$ cat config.mk
export PLATFORM = sky130hd
export DESIGN_NAME = header_tail_checksum_frame_parser
export DESIGN_NICKNAME = d
export VERILOG_FILES = /design/src/hdl/htcfp_pkg.sv /design/src/hdl/htcfp_cfg_regs.sv /design/src/hdl/htcfp_in_stage.sv /design/src/hdl/htcfp_parser.sv /design/src/hdl/header_tail_checksum_frame_parser.sv
export SDC_FILE = /design/constraint.sdc
export NUM_CORES = 1
export LEC_CHECK = 0
export ABC_AREA = 0
export BUFFER_PORTS_ARGS = -buffer_cell sky130_fd_sc_hd__buf_2
export CORE_AREA = 4 4 91 179
export CTS_CLUSTER_SIZE = 10
export DETAILED_ROUTE_END_ITERATION = 8
export DIE_AREA = 0 0 95 183
export GPL_TIMING_DRIVEN = 0
export PLACE_DENSITY_LB_ADDON = 0.2
export SYNTH_ARGS = -nofsm -noshare
export SYNTH_HDL_FRONTEND = slang
export SYNTH_HIERARCHICAL = 1
export SYNTH_SLANG_ARGS = --single-unit
$ cat constraint.sdc
create_clock -name clk -period 11.3 [get_ports clk]
set_input_delay 1.13 -clock clk [delete_from_list [all_inputs] [get_ports clk]]
set_output_delay 1.13 -clock clk [all_outputs]
set_load 0.02 [all_outputs]
$ cat src/hdl/htcfp_pkg.sv
// Shared types and constants for the header/tail checksum frame parser.
// Used by every module of the block; depends on nothing.
`default_nettype none

package htcfp_pkg;

  localparam int BYTE_W = 8;
  localparam int CFG_INDEX_W = 2;
  localparam logic [BYTE_W-1:0] BASE_LENGTH = 8'd8;

  localparam logic [BYTE_W-1:0] HEADER_RESET = 8'h55;
  localparam logic [BYTE_W-1:0] TAIL_RESET = 8'hbb;
  localparam logic [BYTE_W-1:0] MARKER_RESET = 8'hfd;

  localparam logic [CFG_INDEX_W-1:0] REG_HEADER = 2'd0;
  localparam logic [CFG_INDEX_W-1:0] REG_TAIL = 2'd1;
  localparam logic [CFG_INDEX_W-1:0] REG_MARKER = 2'd2;

  typedef enum logic [3:0] {
    ST_DROPPED   = 4'd0,
    ST_RECEIVING = 4'd1,
    ST_SUM_OK    = 4'd2,
    ST_SUM_BAD   = 4'd3,
    ST_LONG_DONE = 4'd4,
    ST_SHORT_OK  = 4'd5,
    ST_SHORT_BAD = 4'd6,
    ST_ERROR     = 4'd7,
    ST_LEN_TAKEN = 4'd8
  } status_t;

  typedef struct packed {
    logic [BYTE_W-1:0] header_byte;
    logic [BYTE_W-1:0] tail_byte;
    logic [BYTE_W-1:0] extended_marker;
  } cfg_t;

  typedef struct packed {
    logic [BYTE_W-1:0] byte_echo;
    logic [BYTE_W-1:0] byte_position;
    logic              in_frame;
    status_t           frame_status;
    logic              frame_end;
    logic              checksum_good_flag;
  } result_t;

endpackage

`default_nettype wire

$ cat src/hdl/htcfp_cfg_regs.sv
// Configuration register file: header, tail and extended marker values.
// Depends on htcfp_pkg.
`default_nettype none

module htcfp_cfg_regs import htcfp_pkg::*; (
  input  wire logic                   clk,
  input  wire logic                   rst,
  input  wire logic                   cfg_valid,
  output logic                        cfg_ready,
  input  wire logic [CFG_INDEX_W-1:0] cfg_index,
  input  wire logic [BYTE_W-1:0]      cfg_data,
  output cfg_t                        cfg
);

  assign cfg_ready = 1'b1;

  always_ff @(posedge clk) begin
    if (rst) begin
      cfg.header_byte <= HEADER_RESET;
      cfg.tail_byte <= TAIL_RESET;
      cfg.extended_marker <= MARKER_RESET;
    end else if (cfg_valid && cfg_ready) begin
      unique case (cfg_index)
        REG_HEADER: cfg.header_byte <= cfg_data;
        REG_TAIL: cfg.tail_byte <= cfg_data;
        REG_MARKER: cfg.extended_marker <= cfg_data;
        default: ;
      endcase
    end
  end

endmodule

`default_nettype wire

$ cat src/hdl/htcfp_in_stage.sv
// Input register stage that holds one received word ahead of the parser.
// Depends on htcfp_pkg.
`default_nettype none

module htcfp_in_stage import htcfp_pkg::*; (
  input  wire logic              clk,
  input  wire logic              rst,
  input  wire logic              s_tvalid,
  output logic                   s_tready,
  input  wire logic [BYTE_W-1:0] s_tdata,
  output logic                   in_valid,
  output logic [BYTE_W-1:0]      in_byte,
  input  wire logic              take
);

  assign s_tready = !in_valid || take;

  always_ff @(posedge clk) begin
    if (rst) begin
      in_valid <= 1'b0;
    end else if (s_tvalid && s_tready) begin
      in_valid <= 1'b1;
    end else if (take) begin
      in_valid <= 1'b0;
    end
  end

  always_ff @(posedge clk) begin
    if (s_tvalid && s_tready) begin
      in_byte <= s_tdata;
    end
  end

endmodule

`default_nettype wire

$ cat src/hdl/htcfp_parser.sv
// Frame state, per-word judgement logic and the result register.
// Depends on htcfp_pkg.
`default_nettype none

module htcfp_parser import htcfp_pkg::*; (
  input  wire logic              clk,
  input  wire logic              rst,
  input  wire cfg_t              cfg,
  input  wire logic              in_valid,
  input  wire logic [BYTE_W-1:0] in_byte,
  output logic                   take,
  output logic                   out_valid,
  input  wire logic              out_ready,
  output result_t                result
);

  logic [BYTE_W-1:0] byte_count, byte_count_next;
  logic [BYTE_W-1:0] frame_length, frame_length_next;
  logic              extended_mode, extended_mode_next;
  logic [BYTE_W-1:0] type_byte, type_byte_next;
  logic [BYTE_W-1:0] length_byte, length_byte_next;
  logic [BYTE_W-1:0] running_sum, running_sum_next;
  logic [BYTE_W-1:0] check_byte, check_byte_next;
  logic              sum_ok_flag, sum_ok_flag_next;
  result_t           result_next;

  logic [BYTE_W-1:0] pos;
  logic              stored;
  logic              tail_ok;
  logic              ext_type;
  status_t           status;

  assign take = in_valid && (!out_valid || out_ready);

  always_comb begin
    byte_count_next = byte_count;
    frame_length_next = frame_length;
    extended_mode_next = extended_mode;
    type_byte_next = type_byte;
    length_byte_next = length_byte;
    running_sum_next = running_sum;
    check_byte_next = check_byte;
    sum_ok_flag_next = sum_ok_flag;
    pos = '0;
    stored = 1'b0;
    status = ST_DROPPED;
    tail_ok = (in_byte == cfg.tail_byte);
    ext_type = 1'b0;

    if (byte_count != '0) begin
      pos = byte_count;
      byte_count_next = byte_count + 1'b1;
      stored = 1'b1;
    end else if (in_byte == cfg.header_byte) begin
      byte_count_next = 8'd1;
      running_sum_next = '0;
      stored = 1'b1;
    end

    if (stored) begin
      if (pos == 8'd1) type_byte_next = in_byte;
      if (pos == 8'd2) length_byte_next = in_byte;
      if (pos >= 8'd2 && pos <= 8'd5) running_sum_next = running_sum_next + in_byte;
      if (pos == 8'd6) check_byte_next = in_byte;
      status = ST_RECEIVING;
      ext_type = (type_byte_next == cfg.extended_marker);

      if (byte_count_next >= frame_length) begin
        priority if (tail_ok && !extended_mode && !ext_type) begin
          byte_count_next = '0;
          if (running_sum_next == check_byte_next) begin
            sum_ok_flag_next = 1'b1;
            status = ST_SUM_OK;
          end else begin
            sum_ok_flag_next = 1'b0;
            status = ST_SUM_BAD;
          end
        end else if (ext_type && !extended_mode) begin
          if (length_byte_next > BASE_LENGTH) begin
            frame_length_next = length_byte_next;
            extended_mode_next = 1'b1;
            status = ST_LEN_TAKEN;
          end else begin
            byte_count_next = '0;
            if (tail_ok) begin
              extended_mode_next = 1'b0;
              frame_length_next = BASE_LENGTH;
              status = ST_SHORT_OK;
            end else begin
              status = ST_SHORT_BAD;
            end
          end
        end else if (extended_mode && tail_ok) begin
          byte_count_next = '0;
          extended_mode_next = 1'b0;
          frame_length_next = BASE_LENGTH;
          status = ST_LONG_DONE;
        end else begin
          sum_ok_flag_next = 1'b0;
          byte_count_next = '0;
          extended_mode_next = 1'b0;
          frame_length_next = BASE_LENGTH;
          status = ST_ERROR;
        end
      end
    end

    result_next.byte_echo = in_byte;
    result_next.byte_position = pos;
    result_next.in_frame = stored;
    result_next.frame_status = status;
    result_next.frame_end = (status != ST_DROPPED) && (status != ST_RECEIVING)
                            && (status != ST_LEN_TAKEN);
    result_next.checksum_good_flag = sum_ok_flag_next;
  end

  always_ff @(posedge clk) begin
    if (rst) begin
      byte_count <= '0;
      frame_length <= BASE_LENGTH;
      extended_mode <= 1'b0;
      type_byte <= '0;
      length_byte <= '0;
      running_sum <= '0;
      check_byte <= '0;
      sum_ok_flag <= 1'b0;
      out_valid <= 1'b0;
    end else begin
      if (take) begin
        byte_count <= byte_count_next;
        frame_length <= frame_length_next;
        extended_mode <= extended_mode_next;
        type_byte <= type_byte_next;
        length_byte <= length_byte_next;
        running_sum <= running_sum_next;
        check_byte <= check_byte_next;
        sum_ok_flag <= sum_ok_flag_next;
        out_valid <= 1'b1;
      end else if (out_ready) begin
        out_valid <= 1'b0;
      end
    end
  end

  always_ff @(posedge clk) begin
    if (take) begin
      result <= result_next;
    end
  end

endmodule

`default_nettype wire

$ cat src/hdl/header_tail_checksum_frame_parser.sv
// Top level of the header/tail checksum frame parser.
// Depends on htcfp_pkg, htcfp_cfg_regs, htcfp_in_stage and htcfp_parser.
//
// The block takes one received byte per word and returns one result word for
// each, one word per clock cycle sustained while m_tready is high. The input
// register and the result register each hold one word, so a new byte is
// taken while a result waits downstream. The frame state is updated by a
// combinational compare-and-add step in the parser, which sets the
// one-word-per-cycle rate. Configuration is written through the cfg channel,
// which is always ready; write only while the block is idle.
`default_nettype none

module header_tail_checksum_frame_parser import htcfp_pkg::*; (
  input  wire logic                   clk,
  input  wire logic                   rst,
  input  wire logic                   s_tvalid,
  output logic                        s_tready,
  // Fields from bit 0: rx_byte[7:0].
  input  wire logic [7:0]             s_tdata,
  output logic                        m_tvalid,
  input  wire logic                   m_tready,
  // Fields from bit 0: byte_echo[7:0], byte_position[15:8], in_frame[16],
  // checksum_good_flag[17], zero fill[23:18].
  output logic [23:0]                 m_tdata,
  // Fields from bit 0: frame_status[3:0].
  output logic [3:0]                  m_tuser,
  output logic                        m_tlast,
  input  wire logic                   cfg_valid,
  output logic                        cfg_ready,
  input  wire logic [CFG_INDEX_W-1:0] cfg_index,
  input  wire logic [BYTE_W-1:0]      cfg_data
);

  cfg_t              cfg;
  logic              in_valid;
  logic [BYTE_W-1:0] in_byte;
  logic              take;
  result_t           result;

  htcfp_cfg_regs u_cfg (
    .clk       (clk),
    .rst       (rst),
    .cfg_valid (cfg_valid),
    .cfg_ready (cfg_ready),
    .cfg_index (cfg_index),
    .cfg_data  (cfg_data),
    .cfg       (cfg)
  );

  htcfp_in_stage u_in (
    .clk      (clk),
    .rst      (rst),
    .s_tvalid (s_tvalid),
    .s_tready (s_tready),
    .s_tdata  (s_tdata),
    .in_valid (in_valid),
    .in_byte  (in_byte),
    .take     (take)
  );

  htcfp_parser u_parser (
    .clk       (clk),
    .rst       (rst),
    .cfg       (cfg),
    .in_valid  (in_valid),
    .in_byte   (in_byte),
    .take      (take),
    .out_valid (m_tvalid),
    .out_ready (m_tready),
    .result    (result)
  );

  assign m_tdata = {6'b0, result.checksum_good_flag, result.in_frame,
                    result.byte_position, result.byte_echo};
  assign m_tuser = result.frame_status;
  assign m_tlast = result.frame_end;

endmodule

`default_nettype wire

==> reports/metrics.cfg, run 1 <==
[logic_synthesis]
syn_area_mm2 = 0.00590
synth_cell_types = 77
synth_top_area_frac = 0.258
synthTopCellsByArea = dfxtp_1 26%, edfxtp_1 16%, mux2i_1 8.3%, ha_1 4.0%, nor2_1 4.0%
ys_warn_count = 6
ys_seq_elements = 107
syn_area_per_cell_um2 = 9.22
synth-main-ff-cell = dfxtp_1
ys_seq_area_frac = 0.415
synth-async-reset-ratio = 0
syn_inst = 640
synthTopCellsByCount = 76 x dfxtp_1, 63 x nor2_1, 49 x mux2i_1, 48 x nand2_1, 39 x a21oi_1
yosysTopAreaCell = dfxtp_1
yosysMostFrequentCell = dfxtp_1
synth-edff-count = 31

[route]
vias = 4928
drcViolationCount = 0
drtIter0Drc = 296
wl_per_cell_um = 17.8
detail-route-antenna-nets = 0
viasPerCell = 5.46
drtPass1Iterations = 5
wl_um = 16000

[sta]
final_hold_viol_count = 0
rsz0062_at_grt = false
fin_worst_skew_ns = 0.00598
setup_viol = 0
setup_tns_ns = 0
min_period_ns = 5.16
finalCritPeriodShare = 0.456
tightest_slew_ns = 1.16
maxSlewViolCount = 0
slew-limit-headroom = 0.221
max_freq_mhz = 194

[setup_path]
critPathKind = reg -> reg
worst_path_max_delay_cell = nor3_1
endpoint_kind = flop
max_stage_delay_ns = 0.84
cp_max_fo = 8
arrival_ns = 5.26
worstPathRequired_ns = 11.41
cp_top_family = simple AND/OR/NAND/NOR gates
startpoint_type = flop
path_buf_inv = 1
cp_cell_sequence = clkbuf_1 -> xnor2_1 -> nand4_1 -> nor3_1 -> nor2_1 -> ha_1 -> and2_1 -> a221oi_1 -> nand3b_1 -> and3_1 -> a31o_1 -> a2111oi_2 -> nand4b_1 -> a22o_1

[die]
die_area_mm2 = 0.0174
coreArea_mm2 = 0.0148
start_util = 0.398
die_h_um = 183
die_x_um = 95
num_io_pins = 55
rows = 63

[power_and_ir_drop]
peakVddDrop_mv = 0.0815
powerDensity_mw_per_mm2 = 118
power_w = 0.000790
p_leak_nw = 2.59

[grt]
grt_pass1_vias = 5046
grt-ovfl-total = 0
grtUsageTotal = 0.191
antenna_found_initial = 0
grt_max_degree = 32
grt_pass1_wl_um = 25600

[clock_network]
h-tree-depth = 3
postCtsSetupRepairBufs = 0
cts_hold_buffers = 0
cts.sinks = 107
root_buffer = clkbuf_16
insertion_delay_ns = 0.34
clk_pin_slew_ns = 0.08
cts_buffers = 9
tritoncts = done
cts_max_path_buffers = 2
ctsResizeCount = 0

[placement]
numPortBuffers = 47
gp_congestion = 0.901
place.detailed.hpwl_um = 12200

[layout]
drive_gt1_frac = 0.151
fin_nets = 746
final_core_util = 0.452
antenna_cells = 0
syn_to_final_growth_pct = 13.5

[status]
status = finished, final reports clean

[flow_run]
cap_viol_max_count = 0

[hold_path]
hp-class = reg -> reg

## worst register-to-register path: cells and delay by family (launching register included)
family	cells	cell delay [ns]
AOI/OAI and AO/OA	4	1.23
xor gates and xnor gates	1	0.19
adders and majority gates	1	0.37
buffers and inverters	1	0.58
DFF	1	0.38
and+or+nand+nor	7	2.17
## kinds of logic after synthesis
| logic type | synth area share |
|---|---|
| AND/OR/NAND/NOR | 0.192 |
| multiplexers | 0.0869 |
| buffers and inverters | 0.0585 |
| flip-flops | 0.415 |
| adder cells (fa/ha/maj) | 0.0437 |
| XOR/XNOR | 0.0608 |
| AO/OA/AOI/OAI | 0.141 |
| other | 0.00127 |
## routing by layer
| metal | vias to the layer above | global-route usage | part of all wire |
|---|---|---|---|
| met5 | - | 0 | 0 |
| met4 | 0 | 0.112 | 0.065 |
| met3 | 71 | 0.0259 | 0.041 |
| met2 | 192 | 0.356 | 0.53 |
| met1 | 2284 | 0.196 | 0.36 |
| li1 | 2381 | - | - |
## state kept, by name (all words and copies together), names as in the netlist, 8 cells and up
name	count
u_cfg/cfg	24
u_in/in_byte	8
u_parser/byte_count	8
u_parser/check_byte	8
u_parser/frame_length	8
u_parser/length_byte	8
u_parser/result	23
u_parser/running_sum	8
u_parser/type_byte	8
## power by group
group	internal, W	switching [W]	total [W]
clock	0.000165	0.000147	0.000311
combinational	0.0000236	0.0000445	0.0000682
sequential	0.000405	0.00000569	0.000411
## per-stage QoR
step                      instances  instance area, µm²  hold WS [ns]  worst slack [ns]
after CTS                       903                6700         0.461              6.23
after floorplan                 645                5920         0.432              7.44
after global routing            903                6700         0.478              5.85
after detailed placement        887                6400         0.452              6.30
final                           903                6700         0.461              6.14
after global placement          887                6400         0.443              6.36
## layout make-up
cell class | count | area (µm²)
repair buffers | 47 | 235
clock buffers | 10 | 250
flip-flops and latches | 107 | 2450
multi-input cells | 466 | 3120
plain buffers | 49 | 259
well taps | 195 | 244
clock inverters | 6 | 46.3
inverters | 23 | 86.3
fillers | 1488 | 8120
## cell usage in the layout, fill, tap and decap left out, types with 7 or more instances in the layout
cell type	instances
edfxtp_1	31
clkbuf_1	23
conb_1	7
nor3_1	9
clkbuf_16	10
xor2_1	17
nor2_1	63
ha_1	19
o21ai_0	25
xnor2_1	24
dfxtp_1	76
nand3_1	21
and2_1	9
nand2b_1	20
nand2_1	48
inv_1	22
a21oi_1	39
buf_4	10
buf_2	59
nor2b_1	7
mux2i_1	49
## path summary, 6_finish.rpt
check / start / endpoint / slack, ns / cells past startpoint
setup reg to reg: u_in/in_byte[1] / u_parser/result[2] / 6.14 / 14
hold / removal: u_parser/check_byte[5] / u_parser/check_byte[5] / 0.46 / 2
hold reg to reg: u_parser/check_byte[5] / u_parser/check_byte[5] / 0.46 / 2
setup / recovery: u_in/in_byte[1] / u_parser/result[2] / 6.14 / 14
Note: power is estimated with default switching activity, not from simulation.
==> run 2: changes to the inputs <==
clock period = 5.1 ns   (was 11.3 ns; I/O delays follow)
==> run 2 against run 1 <==
Net effect: utilization is 0.067 points higher; final cell count did not move; sequential power is 120% higher; register-to-register slack lost 5.9 ns; clock power up 120%; first-iteration DRC count shrank 13%; clock skew increased by 0.00099 ns; flip-flop and latch count unchanged; via count about the same; sequential share of layout area fell by 0.055 points; critical endpoint unchanged; die area unchanged.
==> reports/metrics.cfg, run 2 (synthesis results as in run 1) <==
[layout]
nFillCells = 1485
top_register = u_cfg/cfg
syn_to_final_growth_pct = 13.6
fin_cells = 903
largest_register_ffs = 24
mostFrequentLayoutCell = dfxtp_1
fin_area_mm2 = 0.00671
drive_gt1_frac = 0.158
antenna_cells = 0
largestRegisters = u_cfg/cfg (24), u_parser/result (23)
fin_nets = 746
final_cell_mix = 76 x dfxtp_1, 63 x nor2_1, 59 x buf_2

[grt]
grtUsageMet1 = 0.196
grt-ovfl-total = 0
grt_pass1_vias = 5046
antenna_found_initial = 0
grt_pass1_wl_um = 25600
grtUsageMet3 = 0.0259
grtUsageTotal = 0.191
met2_usage = 0.356
grt_max_degree = 32
grt-busiest-layer = met2

[die]
num_io_pins = 55
die_area_mm2 = 0.0174
rows = 63
start_util = 0.398
coreArea_mm2 = 0.0148
die_h_um = 183
die_x_um = 95

[setup_path]
startpoint_type = flop
cp_max_fo = 9
arrival_ns = 4.93
reg2reg_from = u_in/in_byte[1]
critPathKind = reg -> reg
r2r_end = u_parser/result[2]
ff2ff_path_depth = 15
reg2reg_slack_ns = 0.28
worstPathRequired_ns = 5.21
endpoint_kind = flop

[status]
status = finished, final reports clean

[flow_run]
cap_viol_max_count = 0

[power_and_ir_drop]
powerDensity_mw_per_mm2 = 261
internal_power_w = 0.00132
peakVddDrop_mv = 0.181
p_leak_nw = 2.61
clkPwrFrac = 0.394
p_seq_frac = 0.519
switchingPower_w = 0.000437
switching_share = 0.249
combinationalPowerShare = 0.087

[placement]
place_ws_ns = 0.101
gp_congestion = 0.901
dpl_cell_area_mm2 = 0.00640
place.detailed.hpwl_um = 12200
dp.cells = 887
numPortBuffers = 47

[route]
viasPerCell = 5.46
wl_per_cell_um = 17.8
drtPass1Iterations = 6
wl_um = 16100
drcViolationCount = 0
detail-route-antenna-nets = 0
vias = 4926
drtIter0Drc = 257

[hold_path]
hold_depth = 1
hold_start = s_tdata[0]
min_delay_worst_endpoint = u_in/in_byte[0]
hp-class = in -> reg

[clock_network]
cts_max_path_buffers = 2
cts_hold_buffers = 0
insertion_delay_ns = 0.35
tritoncts = done
cts.sinks = 107
h-tree-depth = 3
cts_buffers = 9
root_buffer = clkbuf_16
clk_pin_slew_ns = 0.08

[sta]
rsz0062_at_grt = false
setup_tns_ns = 0
setup_viol = 0
slew-limit-headroom = 0.223
min_period_ns = 4.82
tightest_slew_ns = 1.16
finalCritPeriodShare = 0.945
fin_worst_skew_ns = 0.00696
final_hold_viol_count = 0
maxSlewViolCount = 0
max_freq_mhz = 207
setup_ws_ns = 0.279
whs_ns = 0.336

## run 2: cell counts in the layout (fill, tap and decap cells not counted)
Identical to the previous run, type by type.
## run 2: area by class of cell
cell class / instances / area, µm² / share of cell area
multi-input combinational: 466 / 3130 / 0.467
sequential: 107 / 2450 / 0.366
buffer: 49 / 264 / 0.0394
clock buffer: 10 / 250 / 0.0373
tap: 195 / 244 / 0.0364
timing repair buffer: 47 / 235 / 0.0351
inverter: 23 / 86.3 / 0.0129
clock inverter: 6 / 46.3 / 0.00690
## run 2: per-stage QoR
step            util  power (W)
2_1_floorplan      -    0.00103
3_3_place_gp   0.432    0.00108
3_5_place_dp   0.432    0.00108
4_1_cts        0.452    0.00177
5_1_grt        0.453    0.00183
6_report       0.453    0.00175
## run 2: timing repair
item                                   4_1_cts  5_1_grt
setup endpoints to repair                    0       16
resized for setup                            0        9
setup buffers                                0        0
endpoints found under the hold margin        0        0
## run 2: worst max path at each step
stage	cells past startpoint	from	endpoint
after global routing	15	u_in/in_byte[0]	u_parser/result[2]
after detailed placement	14	u_in/in_byte[0]	u_parser/result[2]
after CTS	14	u_in/in_byte[0]	u_parser/result[2]
final	15	u_in/in_byte[1]	u_parser/result[2]
after global placement	14	u_in/in_byte[0]	u_parser/result[2]
after floorplan	15	u_in/in_byte[5]	u_parser/result[2]
## run 2: worst max-delay path: stages (launching register included)
cell and delay, ns:
edfxtp_1 0.42, clkbuf_2 0.29, xnor2_1 0.22, nand4_1 0.34
or3_1 0.42, buf_2 0.18, and2_1 0.18, ha_1 0.33
and2_1 0.20, a221oi_1 0.40, nand3b_1 0.19, and3_1 0.24
a31o_1 0.21, a2111oi_2 0.38, nand4b_1 0.31, a22o_1 0.28
## run 2: layer usage
metal | share of wire | wire (µm)
met1 | 0.36 | 5820
met2 | 0.54 | 8610
met3 | 0.042 | 669
met4 | 0.060 | 959
met5 | 0 | 0
## run 2: power by group through the flow
stage          registers [W]  logic [W]  clock network [W]
2_1_floorplan       0.000940  0.0000863                  0
3_3_place_gp        0.000930   0.000148                  0
3_5_place_dp        0.000930   0.000151                  0
4_1_cts             0.000911   0.000152           0.000706
5_1_grt             0.000913   0.000164           0.000748
6_report            0.000910   0.000152           0.000690
